File: src/rtl/ftcp_pkg.sv
// shared types, constants and helpers of the framed time command parser
package ftcp_pkg;

    localparam int MAX_FRAME_BYTES = 256;
    localparam int FRAME_OVERHEAD  = 5;
    localparam int FIELD_COUNT     = 6;
    localparam int NUM_FIELDS      = 6;

    localparam logic [7:0]  ASCII_ZERO = 8'd48;
    localparam logic [7:0]  ASCII_NINE = 8'd57;
    localparam logic [7:0]  RST_START  = 8'd83;
    localparam logic [7:0]  RST_END    = 8'd69;
    localparam logic [7:0]  RST_TSC    = 8'd49;
    localparam logic [7:0]  RST_SEP    = 8'd45;
    localparam logic [15:0] VALUE_MAX  = 16'hFFFF;
    localparam logic [2:0]  COUNT_MAX  = 3'd7;

    typedef enum logic [1:0] {
        PH_HEADER  = 2'd0,
        PH_PAYLOAD = 2'd1,
        PH_END     = 2'd2
    } t_phase;

    typedef enum logic [1:0] {
        CFG_START = 2'd0,
        CFG_END   = 2'd1,
        CFG_TSC   = 2'd2,
        CFG_SEP   = 2'd3
    } t_cfg_idx;

    typedef enum logic [2:0] {
        EV_TIME_SET    = 3'd0,
        EV_OTHER_CMD   = 3'd1,
        EV_BAD_MARKERS = 3'd2,
        EV_BAD_COUNT   = 3'd3,
        EV_BAD_LENGTH  = 3'd4
    } t_event;

    typedef struct packed {
        logic [7:0] start_marker;
        logic [7:0] end_marker;
        logic [7:0] time_set_code;
        logic [7:0] field_separator;
    } t_cfg;

    // one finished frame as handed from the parser to the evaluator
    typedef struct packed {
        logic                         bad_len;
        logic                         marks_ok;
        logic [7:0]                   cmd;
        logic [2:0]                   count;
        logic [NUM_FIELDS-1:0][15:0]  fields;
    } t_rec;

    typedef struct packed {
        t_event                       ev;
        logic [7:0]                   cmd;
        logic                         first;
        logic [NUM_FIELDS-1:0][15:0]  fields;
    } t_res;

    function automatic logic is_digit(input logic [7:0] b);
        return (b >= ASCII_ZERO) && (b <= ASCII_NINE);
    endfunction

endpackage

File: src/rtl/framed_time_command_parser_core.sv
// top level of the framed time command parser
//
// Input side is a queue write port: a byte transfers on a clock edge with
// push high and full low. Frames are start byte, command byte, two decimal
// length digits, payload, end byte; payload is split into numeric fields.
// Result side is a queue read port: while empty is low the oldest result is
// on the o_ ports, and it transfers on an edge with pop high.
// One byte per cycle is taken while full is low; the parser does all
// per-byte work combinationally and registers it as the byte is taken.
// A frame's record is queued with its last byte; its result is registered.
// Up to two finished frame records wait between parser and evaluator, plus
// one result in the output register; when pop stays low those fill and
// full rises, after which no byte is taken until results drain.
// Configuration writes land on the edge with i_cfg_we high; the user must
// make them only while the block is idle; the block does not enforce it.
// Reset (synchronous, active low) returns the parser to header phase,
// empties all queues, restores the default markers and forgets the first
// accepted frame.
module framed_time_command_parser_core (
    input  logic        i_clk,
    input  logic        i_rst_n,
    input  logic        push,
    output logic        full,
    input  logic [7:0]  i_rx_byte,
    output logic        empty,
    input  logic        pop,
    output logic [2:0]  o_event_res,
    output logic [7:0]  o_command_code,
    output logic        o_first_accepted,
    output logic [15:0] o_year_value,
    output logic [15:0] o_month_value,
    output logic [15:0] o_day_value,
    output logic [15:0] o_hour_value,
    output logic [15:0] o_minute_value,
    output logic [15:0] o_second_value,
    input  logic        i_cfg_we,
    input  logic [1:0]  i_cfg_idx,
    input  logic [7:0]  i_cfg_data
);
    import ftcp_pkg::*;

    t_cfg r_cfg;
    logic w_accept;
    logic w_rec_push;
    t_rec w_rec_in;
    t_rec w_rec_out;
    logic w_q_full;
    logic w_q_empty;
    logic w_rec_take;
    logic w_res_valid;
    t_res w_res;

    always_ff @(posedge i_clk) begin
        if (!i_rst_n) begin
            r_cfg.start_marker    <= RST_START;
            r_cfg.end_marker      <= RST_END;
            r_cfg.time_set_code   <= RST_TSC;
            r_cfg.field_separator <= RST_SEP;
        end else if (i_cfg_we) begin
            unique case (t_cfg_idx'(i_cfg_idx))
                CFG_START: r_cfg.start_marker    <= i_cfg_data;
                CFG_END:   r_cfg.end_marker      <= i_cfg_data;
                CFG_TSC:   r_cfg.time_set_code   <= i_cfg_data;
                CFG_SEP:   r_cfg.field_separator <= i_cfg_data;
                default:   r_cfg <= r_cfg;
            endcase
        end
    end

    assign full     = w_q_full;
    assign w_accept = push && !full;

    ftcp_front u_front (
        .i_clk      (i_clk),
        .i_rst_n    (i_rst_n),
        .i_accept   (w_accept),
        .i_byte     (i_rx_byte),
        .i_cfg      (r_cfg),
        .o_rec_push (w_rec_push),
        .o_rec      (w_rec_in)
    );

    ftcp_queue u_queue (
        .i_clk   (i_clk),
        .i_rst_n (i_rst_n),
        .i_wr    (w_rec_push),
        .i_data  (w_rec_in),
        .i_rd    (w_rec_take),
        .o_full  (w_q_full),
        .o_empty (w_q_empty),
        .o_data  (w_rec_out)
    );

    ftcp_back u_back (
        .i_clk           (i_clk),
        .i_rst_n         (i_rst_n),
        .i_rec_valid     (!w_q_empty),
        .i_rec           (w_rec_out),
        .i_time_set_code (r_cfg.time_set_code),
        .i_pop           (pop),
        .o_rec_take      (w_rec_take),
        .o_valid         (w_res_valid),
        .o_res           (w_res)
    );

    assign empty            = !w_res_valid;
    assign o_event_res      = w_res.ev;
    assign o_command_code   = w_res.cmd;
    assign o_first_accepted = w_res.first;
    assign o_year_value     = w_res.fields[0];
    assign o_month_value    = w_res.fields[1];
    assign o_day_value      = w_res.fields[2];
    assign o_hour_value     = w_res.fields[3];
    assign o_minute_value   = w_res.fields[4];
    assign o_second_value   = w_res.fields[5];

    // first frame flag only on results that passed the marker check
    a_first_kind: assert property (@(posedge i_clk) disable iff (!i_rst_n)
        (!empty && o_first_accepted) |->
        (o_event_res == EV_TIME_SET || o_event_res == EV_OTHER_CMD ||
         o_event_res == EV_BAD_COUNT))
        else $error("first flag on a rejected frame");

    // field values only travel with a time-set result
    a_fields_zero: assert property (@(posedge i_clk) disable iff (!i_rst_n)
        (!empty && o_event_res != EV_TIME_SET) |->
        (o_year_value == 16'd0 && o_month_value == 16'd0 && o_day_value == 16'd0 &&
         o_hour_value == 16'd0 && o_minute_value == 16'd0 && o_second_value == 16'd0))
        else $error("field values on a non time-set result");

    // a waiting result is kept while not popped
    a_hold: assert property (@(posedge i_clk) disable iff (!i_rst_n)
        (!empty && !pop) |=> (!empty && $stable(o_event_res) && $stable(o_command_code)))
        else $error("waiting result changed without a pop");

    // back pressure only once the result register is occupied
    a_full_backed: assert property (@(posedge i_clk) disable iff (!i_rst_n)
        full |-> !empty)
        else $error("record queue full while no result waits");

endmodule

File: src/rtl/ftcp_front.sv
// byte parser: frame phase, header decode and on-the-fly field tokenizing
module ftcp_front (
    input  logic          i_clk,
    input  logic          i_rst_n,
    input  logic          i_accept,
    input  logic [7:0]    i_byte,
    input  ftcp_pkg::t_cfg i_cfg,
    output logic          o_rec_push,
    output ftcp_pkg::t_rec o_rec
);
    import ftcp_pkg::*;

    t_phase                      r_phase, n_phase;
    logic [6:0]                  r_idx, n_idx;
    logic [6:0]                  r_len, n_len;
    logic                        r_len_bad, n_len_bad;
    logic [7:0]                  r_start, n_start;
    logic [7:0]                  r_cmd, n_cmd;
    logic [15:0]                 r_val, n_val;
    logic                        r_open, n_open;
    logic                        r_done, n_done;
    logic [2:0]                  r_cnt, n_cnt;
    logic [NUM_FIELDS-1:0][15:0] r_fields, n_fields;

    logic        w_sep;
    logic        w_dig;
    logic [3:0]  w_digit;
    logic [19:0] w_acc;
    logic [6:0]  w_len_sum;
    logic        w_last;
    logic        w_push;

    assign w_sep   = (i_byte == i_cfg.field_separator);
    assign w_dig   = is_digit(i_byte);
    assign w_digit = w_dig ? i_byte[3:0] - ASCII_ZERO[3:0] : 4'd0;
    assign w_len_sum = r_len + {3'b000, w_digit};

    always_comb begin
        n_phase  = r_phase;
        n_idx    = r_idx;
        n_len    = r_len;
        n_len_bad = r_len_bad;
        n_start  = r_start;
        n_cmd    = r_cmd;
        n_val    = r_val;
        n_open   = r_open;
        n_done   = r_done;
        n_cnt    = r_cnt;
        n_fields = r_fields;
        w_push   = 1'b0;
        w_acc    = '0;
        w_last   = 1'b0;
        o_rec          = '0;
        o_rec.cmd      = r_cmd;
        o_rec.count    = r_cnt;
        o_rec.fields   = r_fields;
        o_rec.marks_ok = (r_start == i_cfg.start_marker) && (i_byte == i_cfg.end_marker);

        unique case (r_phase)
            PH_PAYLOAD: begin
                if (!w_sep) begin
                    if (!r_open) begin
                        n_open = 1'b1;
                        n_val  = '0;
                        n_done = 1'b0;
                        if (r_cnt != COUNT_MAX) begin
                            n_cnt = r_cnt + 3'd1;
                        end
                    end
                    // value*10 + digit, saturating at 16 bits
                    w_acc = {1'b0, n_val, 3'b000} + {3'b000, n_val, 1'b0}
                          + {16'd0, w_digit};
                    if (!n_done && w_dig) begin
                        n_val = (w_acc[19:16] != 4'd0) ? VALUE_MAX : w_acc[15:0];
                    end else begin
                        n_done = 1'b1;
                    end
                end
                n_idx  = r_idx + 7'd1;
                w_last = (n_idx >= r_len);
                if ((w_sep || w_last) && n_open) begin
                    for (int k = 0; k < NUM_FIELDS; k++) begin
                        if (k < FIELD_COUNT && 3'(k) == n_cnt - 3'd1) begin
                            n_fields[k] = n_val;
                        end
                    end
                    n_open = 1'b0;
                end
                if (w_last) begin
                    n_phase = PH_END;
                end
            end
            PH_END: begin
                w_push  = 1'b1;
                n_phase = PH_HEADER;
                n_idx   = '0;
            end
            default: begin
                n_phase = PH_HEADER;
                unique case (r_idx)
                    7'd0: begin
                        n_start = i_byte;
                        n_idx   = 7'd1;
                    end
                    7'd1: begin
                        n_cmd = i_byte;
                        n_idx = 7'd2;
                    end
                    7'd2: begin
                        n_len_bad = !w_dig;
                        n_len     = 7'({3'b000, w_digit} * 7'd10);
                        n_idx     = 7'd3;
                    end
                    default: begin
                        n_idx = '0;
                        if (r_len_bad || !w_dig) begin
                            n_len         = '0;
                            w_push        = 1'b1;
                            o_rec.bad_len = 1'b1;
                        end else if (({2'b00, w_len_sum} + 9'(FRAME_OVERHEAD))
                                     > 9'(MAX_FRAME_BYTES)) begin
                            n_len = '0;
                        end else begin
                            n_len    = w_len_sum;
                            n_val    = '0;
                            n_open   = 1'b0;
                            n_done   = 1'b0;
                            n_cnt    = '0;
                            n_fields = '0;
                            n_phase  = (w_len_sum == 7'd0) ? PH_END : PH_PAYLOAD;
                        end
                    end
                endcase
            end
        endcase
    end

    assign o_rec_push = i_accept && w_push;

    always_ff @(posedge i_clk) begin
        if (!i_rst_n) begin
            r_phase   <= PH_HEADER;
            r_idx     <= '0;
            r_len     <= '0;
            r_len_bad <= 1'b0;
            r_start   <= '0;
            r_cmd     <= '0;
            r_val     <= '0;
            r_open    <= 1'b0;
            r_done    <= 1'b0;
            r_cnt     <= '0;
            r_fields  <= '0;
        end else if (i_accept) begin
            r_phase   <= n_phase;
            r_idx     <= n_idx;
            r_len     <= n_len;
            r_len_bad <= n_len_bad;
            r_start   <= n_start;
            r_cmd     <= n_cmd;
            r_val     <= n_val;
            r_open    <= n_open;
            r_done    <= n_done;
            r_cnt     <= n_cnt;
            r_fields  <= n_fields;
        end
    end

endmodule

File: src/rtl/ftcp_queue.sv
// two-entry frame record queue between parser and evaluator
module ftcp_queue (
    input  logic           i_clk,
    input  logic           i_rst_n,
    input  logic           i_wr,
    input  ftcp_pkg::t_rec i_data,
    input  logic           i_rd,
    output logic           o_full,
    output logic           o_empty,
    output ftcp_pkg::t_rec o_data
);
    import ftcp_pkg::*;

    t_rec       r_mem [0:1];
    logic       r_wptr;
    logic       r_rptr;
    logic [1:0] r_cnt;
    logic       w_wr;
    logic       w_rd;

    assign o_full  = (r_cnt == 2'd2);
    assign o_empty = (r_cnt == 2'd0);
    assign o_data  = r_mem[r_rptr];
    assign w_wr    = i_wr && !o_full;
    assign w_rd    = i_rd && !o_empty;

    always_ff @(posedge i_clk) begin
        if (w_wr) begin
            r_mem[r_wptr] <= i_data;
        end
    end

    always_ff @(posedge i_clk) begin
        if (!i_rst_n) begin
            r_wptr <= 1'b0;
            r_rptr <= 1'b0;
            r_cnt  <= '0;
        end else begin
            if (w_wr) begin
                r_wptr <= ~r_wptr;
            end
            if (w_rd) begin
                r_rptr <= ~r_rptr;
            end
            r_cnt <= r_cnt + {1'b0, w_wr} - {1'b0, w_rd};
        end
    end

endmodule

File: src/rtl/ftcp_back.sv
// evaluator: turns a frame record into a result and holds it for transfer
module ftcp_back (
    input  logic           i_clk,
    input  logic           i_rst_n,
    input  logic           i_rec_valid,
    input  ftcp_pkg::t_rec i_rec,
    input  logic [7:0]     i_time_set_code,
    input  logic           i_pop,
    output logic           o_rec_take,
    output logic           o_valid,
    output ftcp_pkg::t_res o_res
);
    import ftcp_pkg::*;

    logic r_valid;
    logic r_first_done;
    t_res r_res;
    t_res w_res;
    logic w_accepted;

    assign o_rec_take = i_rec_valid && (!r_valid || i_pop);
    assign o_valid    = r_valid;
    assign o_res      = r_res;

    always_comb begin
        w_res      = '0;
        w_res.cmd  = i_rec.cmd;
        w_accepted = 1'b0;
        if (i_rec.bad_len) begin
            w_res.ev = EV_BAD_LENGTH;
        end else if (!i_rec.marks_ok) begin
            w_res.ev = EV_BAD_MARKERS;
        end else begin
            w_accepted  = 1'b1;
            w_res.first = !r_first_done;
            if (i_rec.cmd != i_time_set_code) begin
                w_res.ev = EV_OTHER_CMD;
            end else if (i_rec.count != 3'(FIELD_COUNT)) begin
                w_res.ev = EV_BAD_COUNT;
            end else begin
                w_res.ev     = EV_TIME_SET;
                w_res.fields = i_rec.fields;
            end
        end
    end

    always_ff @(posedge i_clk) begin
        if (o_rec_take) begin
            r_res <= w_res;
        end
    end

    always_ff @(posedge i_clk) begin
        if (!i_rst_n) begin
            r_valid      <= 1'b0;
            r_first_done <= 1'b0;
        end else begin
            if (o_rec_take) begin
                r_valid <= 1'b1;
            end else if (i_pop) begin
                r_valid <= 1'b0;
            end
            if (o_rec_take && w_accepted) begin
                r_first_done <= 1'b1;
            end
        end
    end

endmodule
File: config.mk
export PLATFORM = sky130hd
export DESIGN_NAME = framed_time_command_parser_core
export DESIGN_NICKNAME = d
export VERILOG_FILES = /design/src/rtl/ftcp_pkg.sv /design/src/rtl/framed_time_command_parser_core.sv /design/src/rtl/ftcp_front.sv /design/src/rtl/ftcp_queue.sv /design/src/rtl/ftcp_back.sv
export SDC_FILE = /design/constraint.sdc
export NUM_CORES = 1
export LEC_CHECK = 0
export BUFFER_PORTS_ARGS = -buffer_cell sky130_fd_sc_hd__buf_2
export CORE_ASPECT_RATIO = 1.2
export CORE_MARGIN = 10
export CORE_UTILIZATION = 60
export CTS_CLUSTER_DIAMETER = 60
export DETAILED_ROUTE_END_ITERATION = 12
export PLACE_DENSITY = 0.79
export SYNTH_ARGS = -nofsm -noshare
export SYNTH_HDL_FRONTEND = slang
export SYNTH_SLANG_ARGS = --single-unit
File: constraint.sdc
create_clock -name i_clk -period 8.8 [get_ports i_clk]
set_input_delay 0 -clock i_clk [delete_from_list [all_inputs] [get_ports i_clk]]
set_output_delay 0 -clock i_clk [all_outputs]
set_load 0.01 [all_outputs]
==> summary by stage, run 1 <==
Worst setup path
The arrival time at the worst endpoint is approximately 5.8 ns. The critical setup path kind is flop to flop. STA classifies the critical path endpoint as a flop.

At the worst endpoint, the required time is roughly 9 ns. In this run the worst setup path begins at u_front.r_open$_SDFFE_PN0P_. Counting cells, the worst reg-to-reg path comes to 12.

The type of origin of the critical path is a flop. Of all nets on the critical path, the largest fanout is 21. In this run the critical register-to-register path is launched from u_front.r_open$_SDFFE_PN0P_.

CTS
The total number of clock tree sinks is about 500. In this run, CTS created clock tree buffers numbering 47. At the later pin of the worst-skew pair, clock insertion delay measures ~0.57 ns. The H-tree depth reported by CTS is 2. The maximum clock path buffer count is 3.

The number of setup buffers added after CTS is 0. TritonCTS built the clock tree. Clock tree synthesis selected as its root buffer the cell clkbuf_16. After clock tree synthesis, the clock-pin slew on the worst setup and hold paths is 0.07 ns.

Global routing
The number of antenna violations at the first check in global routing is 0. The remaining global-route overflow is 0. In this run the most used layer during global routing was met2. The via count of the first global-routing pass came to roughly 13000. The first-pass GRT wire length is 72510 µm. The met3 usage in global routing is 0.03148. The global routing met2 resource utilization is 0.3715. The all-layer global routing usage is 0.2109.

Entering global routing, the biggest net connects 107 pins. In the global route stage, met1 resource usage came out at 0.2560.

STA
The post-route minimum period is 5.429 ns. The count of final max-slew check failures is 0. The post-route fraction of the period consumed by the critical path is 0.6169. Measured against its own limit, the worst slew margin works out to 0.1161. The count of endpoints failing hold in the final timing report is 0.

The setup total negative slack is 0 ns. The pin slew with the least headroom to its limit is between 1 and 1.5 ns. The setup clock skew after layout is 0.01710 ns. The upper clock frequency limit is between 0.15 and 0.2 GHz. Setup repair after global routing left no endpoint under its margin. Setup violations remaining at the end of the flow were counted as 0.

Routing
After detailed routing, the number of remaining DRC violations is 0. In the final routed layout, each cell accounts on average for around 20 µm. The first routing iteration left 1224 violations.

In this run the remaining antenna-violating nets after routing total 0. After detailed routing, the total wire length is between 40000 and 50000 µm. After detailed routing, the number of vias per cell comes to approximately 5.7.

The via total after detailed routing is ~13000. The first detailed-routing pass ran for 6 iterations.

Finish
The number of diodes is 0. The area growth from synthesis to layout is 13.73%. The net count of the finished layout is ~1900. The number of filler cells placed in the layout is 2412. The post-route cell area is 24150 µm². In the final layout, the share of cells above drive strength 1 is 0.1444.

The area occupied by registers is between 10000 and 15000 µm². The combined area of the multi-input logic cells is between 7000 and 8000 µm².

Yosys
The share of the synthesized area in the top cell type is 0.4609. By area the synthesized netlist is led by edfxtp_1 (46%), dfxtp_1 (18%), mux2i_1 (8.7%), ha_1 (3.2%), nand2_1 (3.0%). After synthesis the cells add up to 21240 µm².

For this run, the register share of the synthesized area comes to 0.6391. The synthesized design contains between 500 and 600 register bits. The distinct cell type count after synthesis is 67. The synthesized netlist cell count is 1675. The number of nets handed over by synthesis was approximately 1800. For this run, the leading register cell type out of synthesis is edfxtp_1.

The average instance in the mapped netlist occupies between 10 and 15 µm². In the synthesized netlist the async set-or-reset flop fraction comes to 0. The largest total area in the synthesized netlist belongs to edfxtp_1. The yosys synthesis warning count is 0. The synthesized design contains roughly 330 enable-type register cells.

Job
The tool flagged a number of max-cap violations equal to 0.

Placement
The placer congestion estimate is 0.8836. The detailed-placement wirelength estimate is about 30000 µm. The post-placement cell area is 22260 µm². The count of buffers added on input and output ports is between 100 and 150.

Floorplanning
Measured along the y axis, the die boundary spans around 230 µm. During I/O placement, the number of pins put on the boundary was ~130. For this configuration, the core starts out at a cell density of 0.6068. The floorplan step set the die width to 191.7 µm. After floorplanning, the core was sized to cover 35000 µm². The die covers roughly 43000 µm².

Row generation in the floorplan step produced 75 rows.

Power and ir drop
Power comes to between 6 and 7 mW. Dividing total power by cell area gives a power density of ~250 nW/µm². In this run the static leakage power is 9.467 nW. VDD sags by at most 194.3 µV.

Hold path
The path class of the tightest hold or removal check is input pin to flop. The worst hold path was traced through 4 stages. The startpoint identified for the worst hold timing path is push.

Status
The run finished with clean final reports.
## sequential cells by signal (all words and copies together), names as in the netlist, 2 cells and up, named ones only
register and flops:
r_cfg 32, u_front.o_rec 96, u_front.r_cmd 8, u_back.o_res 108, u_queue.r_mem 218, u_front.r_phase 2
u_front.r_idx 7, u_front.r_val 16, u_front.r_cnt 3, u_front.r_len 7, u_queue.r_cnt 2, u_front.r_start 8
## cell type report
cell class,count,share of cell area
flip-flops and latches,515,0.5621
multi-input cells,1047,0.2992
clock buffers,65,0.05486
repair buffers,175,0.04393
well taps,462,0.02393
clock inverters,23,0.01119
inverters,31,0.004817
## path summary, 6_finish.rpt
path / to / slack [ns]
worst max-delay path: u_front.o_rec[13]$_SDFFE_PN0P_ / 3.37
worst min-delay path: u_front.r_idx[0]$_SDFFE_PN0P_ / 0.14
worst max register to register: u_front.o_rec[13]$_SDFFE_PN0P_ / 3.37
worst min register to register: u_queue.r_mem[1][1]$_DFFE_PP_ / 0.45
## layout by cell type (no fill, tap or decap), drive strengths merged, types with 6 or more instances in the layout
cell type and count:
edfxtp 326, nand2 175, dlygate4sd3 30, xnor2 34, nor2b 40, a22oi 16
nand4b 7, a21oi 38, mux2 10, xor2 26, nand2b 12, clkinv 12
clkbuf 65, a21o 6, nor2 129, mux2i 185, nand3 52, buf 145
ha 54, o21a 6, a211oi 6, or2 13, o211ai 6, and2 32
dfxtp 189, o21ai 61, nand4 18, nor4 7, inv 36, a32o 12
a21boi 22, and3 20, nor3 12
## metrics by stage
| stage | util | setup slack [ns] | hold slack [ns] | instances |
|---|---|---|---|---|
| after CTS | 0.6901 | 3.584 | 0.09059 | 2318 |
| after floorplan | - | 2.221 | 0.1240 | 1675 |
| after global placement | 0.6359 | 3.705 | 0.2921 | 2200 |
| after detailed placement | 0.6359 | 3.656 | 0.2987 | 2200 |
| final | 0.6901 | 3.371 | 0.1355 | 2318 |
| after global routing | 0.6901 | 3.106 | 0.1406 | 2318 |
## kinds of logic (layout without fill, tap and decap cells)
kind of cell | count (synthesis) | count (layout) | share of synthesized area
AOI/OAI and AO/OA | 207 | 207 | 0.06840
xor gates and xnor gates | 60 | 60 | 0.02474
adders and majority gates | 58 | 58 | 0.03558
buffers and inverters | 113 | 294 | 0.02162
DFF | 515 | 515 | 0.6391
muxes | 195 | 195 | 0.09249
and+or+nand+nor | 527 | 527 | 0.1181
## metal layers
metal	wire length, µm	vias to the layer above	share of wire
met5	0	-	0
met2	23550	413	0.51
met3	2621	93	0.057
met1	18440	6451	0.40
met4	1581	0	0.034
li1	-	6338	-
## Yosys cell counts, drive strengths merged, types with 18 or more instances
cell type and count:
a21boi 22, edfxtp 326, inv 31, buf 20
nand3 52, clkbuf 62, mux2i 185, dfxtp 189
a21oi 38, and3 20, and2 32, nand4 18
nand2 175, nor2b 40, xor2 26, nor2 129
o21ai 61, xnor2 34, ha 54
## repair_timing
| action | 4_1_cts | 5_1_grt |
|---|---|---|
| endpoints found under the hold margin | 51 | 0 |
| hold buffers | 30 | 0 |
| resized for setup | 0 | 0 |
## critical path, stage by stage (launching register included)
cell      delay (ns)
dfxtp_1         0.73
and2_1          0.30
fa_1            0.47
inv_1           0.10
fa_1            0.20
nand2b_1        0.13
a21oi_1         0.10
o21ai_0         0.40
o31ai_1         0.16
xnor2_1         1.03
nand2_1         0.47
o41ai_2         0.97
o21ai_0         0.21
## power by group
group | internal (mW) | switching [mW] | leakage (nW)
Clock | 1.21 | 0.872 | 0.784
Combinational | 0.368 | 0.622 | 3.93
Sequential | 2.92 | 0.100 | 4.76
Note: power is estimated with default switching activity, not from simulation.
==> run 2: changes to the inputs <==
Settings changed: CORE_UTILIZATION 60 to 55, PLACE_DENSITY 0.79 to 0.76.
Clock period 8.8 ns to 4.7 ns, I/O delays scaled along.
==> run 2 against run 1 <==
  * First-iteration DRC count decreased by 34%
  * Count of clock-buffer cells in the layout increased by 8
  * Hold slack got worse by 0.028 ns
  * Routed wire length increased by 0.62%
  * Non-clock buffer count increased by 11
  * Combinational power increased by 92%
  * Critical path depth increased by 5
  * Register-to-register slack got worse by 3.0 ns
  * Highest routed layer unchanged
==> summary by stage, run 2 (synthesis gave the netlist of run 1 again) <==
Global routing
The maximum number of pins on one net before global-route repair came to 110 (+2.8%). The first-pass GRT wire length is 73130 µm (+0.85%). The via count of the first global-routing pass came to 13205 (-0.29%). The number of antenna violations at the first check in global routing was 1 (+1). The all-layer global routing usage is 0.1946 (-0.01628). The remaining global-route overflow is 0 (unchanged).

CTS
The total number of clock tree sinks is 515 (unchanged). The H-tree depth reported by CTS is 2 (unchanged). Clock tree synthesis selected as its root buffer the cell clkbuf_16. The insertion delay of the later-clocked pin in the worst-skew pair is 0.58 ns (about the same). The number of setup buffers added after CTS came to 0 (unchanged). TritonCTS built the clock tree. The total of cells resized after clock tree synthesis is 0 (unchanged). The clock transition time at the flip-flop clock pins of the worst setup and hold paths is 0.06 ns (about the same). The number of buffers added by the clock tree synthesis step is 49 (+4.3%). The maximum clock path buffer count is 3 (unchanged).

Status
The flow ran to the end, and the final reports show no timing, DRC or antenna violations.

Power and ir drop
The internal power was 8.453 mW (+88%). The total power consumption of the routed design is 11.48 mW (+88%). The combinational power share is 0.166 (+0.003). The power density over the cells is 471.1 nW/µm² (+87%). The static leakage was 9.552 nW (+0.90%). The switching part of the total power was 0.2637 (+0.001912). The clock network power share is 0.344 (+0.002).

The fraction of power consumed by sequential logic is 0.490 (-0.006). The net switching component of the power is 3.027 mW (+90%). The worst voltage drop across the vdd grid is 343.3 µV (+77%).

Finish
The core occupancy in the finished layout came to 0.6419 (-0.04820). The final net count is 1911 (+0.68%). The flip-flop count of the largest register, all copies and words added is 218 (unchanged). From synthesis to final layout, the design area changed by 14.74%.

The fraction of final layout cells with drive strength greater than 1 is 0.1497 (+0.005336). The number of filler cells placed in the layout is 2774 (+15%). The post-route cell area is 24370 µm² (+0.89%). The register with the most flip-flops is u_queue.r_mem.

The top cell types in the final layout, fill and taps aside, are edfxtp_1 (326), dfxtp_1 (188), mux2i_1 (185), nand2_1 (172), buf_2 (131). The library cell used most frequently in the layout, excluding fill and tap cells, is edfxtp_1.

Job
The max-capacitance violation count is 0 (unchanged).

Floorplanning
The full die area is 46910 µm² (+8.2%). The area of the placeable core is 37960 µm² (+8.5%). The starting density of the core came to 0.5594 (-0.04733). The horizontal die dimension came to 199.4 µm (+4.0%). The die span in y is 235.3 µm (+4.1%). The number of I/O pins is 133 (unchanged). The number of cell rows is 78 (+4.0%).

Routing
The detailed-router iteration count before antenna repair is 5 (-1). The overall routed net length is 46490 µm (+0.62%). The detailed route wirelength on metal3 was 1995 µm (-24%). After detailed routing, no signal wire sits above met4.

The number of nets with antenna violations after detailed routing is 0 (unchanged). The wire length the detailed router placed on met1 is 19610 µm (+6.3%). The via total after detailed routing is 13287 (-0.060%). The average via count per standard cell is 5.652 (-1.5%). The post-detailed-route DRC marker count is 0 (unchanged). The routed length on met2 came to 23780 µm (+0.95%).

The routed length per placed instance was 19.77 µm (-0.79%). The number of design-rule violations left by the first detailed-router iteration is 805 (-34%).

STA
The worst relative slew slack is 0.3262 (+0.2100). The count of endpoints failing hold in the final timing report is 0 (unchanged). The post-route fraction of the period consumed by the critical path is 0.9166.

Static timing analysis puts the maximum clock frequency at ~0.23 GHz. The setup-violating endpoint count in the final report came to 0 (unchanged). The setup clock skew after layout is 0.01470 ns (-0.002392 ns).

The count of final max-slew check failures was 0 (unchanged). The pin slew with the least headroom to its limit is 1.011 ns (-0.3056 ns). Setup repair after global routing left no endpoint under its margin. The post-route minimum period is between 4 and 5 ns.

The setup total negative slack is 0 ns (unchanged).

Placement
The placer congestion estimate is 0.8817 (-0.22%). The count of input and output buffers was 132 (unchanged). The detailed-placement wirelength estimate is 31630 µm (+5.8%). The post-placement cell area was 22430 µm² (+0.79%).

Worst setup path
The largest fanout of any net on the critical path is 8 (-62%). The arrival time at the worst endpoint was 4.74 ns (-1.09 ns). The type of origin of the critical path is an input pin.

STA classifies the critical path endpoint as a flop. The critical setup path kind is input pin to flop. The required time at the worst-slack endpoint was 5.13 ns (-4.08 ns).

Hold path
The worst hold path belongs to the class input pin to flop.
-- run 2: worst paths after layout --
check | from | end | slack, ns | cells past startpoint
worst max register to register | u_front.r_open$_SDFFE_PN0P_ | u_front.o_rec[9]$_SDFFE_PN0P_ | 0.41 | 13
worst min-delay path | push | u_front.r_idx[0]$_SDFFE_PN0P_ | 0.11 | 4
worst min register to register | u_front.o_rec[28]$_SDFFE_PN0P_ | u_queue.r_mem[1][28]$_DFFE_PP_ | 0.45 | 0
worst max-delay path | i_rx_byte[6] | u_front.o_rec[9]$_SDFFE_PN0P_ | 0.39 | 17
-- run 2: metal layers --
metal	GRT usage	vias up
met5	0	-
met4	0.05475	0
met3	0.02643	76
met2	0.3393	329
met1	0.2463	6513
li1	-	6369
-- run 2: critical path: stages --
cell,delay [ns]
dlygate4sd3_1,0.55
buf_2,0.18
nor2_1,0.09
and4_1,0.24
and2_1,0.26
fa_1,0.59
inv_1,0.07
fa_1,0.44
nand2b_1,0.18
a21oi_1,0.19
nor2b_1,0.12
o31a_1,0.33
a211oi_2,0.49
buf_4,0.23
nand3_1,0.08
o211ai_2,0.49
o21ai_0,0.18
-- run 2: timing repair --
action                                 4_1_cts  5_1_grt
setup endpoints to repair                    0        0
hold buffers                                29        0
endpoints found under the hold margin       57        0
-- run 2: layout make-up --
class / count / area [µm²] / share of cell area
clock inverter: 18 / 181.4 / 0.007445
timing repair buffer: 186 / 1204 / 0.04939
sequential: 515 / 13580 / 0.5571
multi-input combinational: 1047 / 7227 / 0.2966
clock buffer: 73 / 1460 / 0.05992
tap: 480 / 600.6 / 0.02465
antenna: 1 / 2.502 / 0.0001027
inverter: 31 / 116.4 / 0.004775
-- run 2: stage by stage --
step	setup WS (ns)	cells	hold WS, ns
floorplan	0.1197	1675	0.1240
global placement	0.4519	2230	0.2921
detailed placement	0.4265	2230	0.2969
CTS	0.4299	2350	0.07623
global route	0.1549	2351	0.1451
finish	0.3918	2351	0.1076
-- run 2: power groups by stage --
stage	Clock (mW)	Combinational [mW]	Sequential (mW)
after global placement	0	1.88	5.70
after CTS	4.01	1.94	5.63
after floorplan	0	1.05	5.91
final	3.95	1.90	5.63
after global routing	4.18	2.06	5.68
after detailed placement	0	1.92	5.73
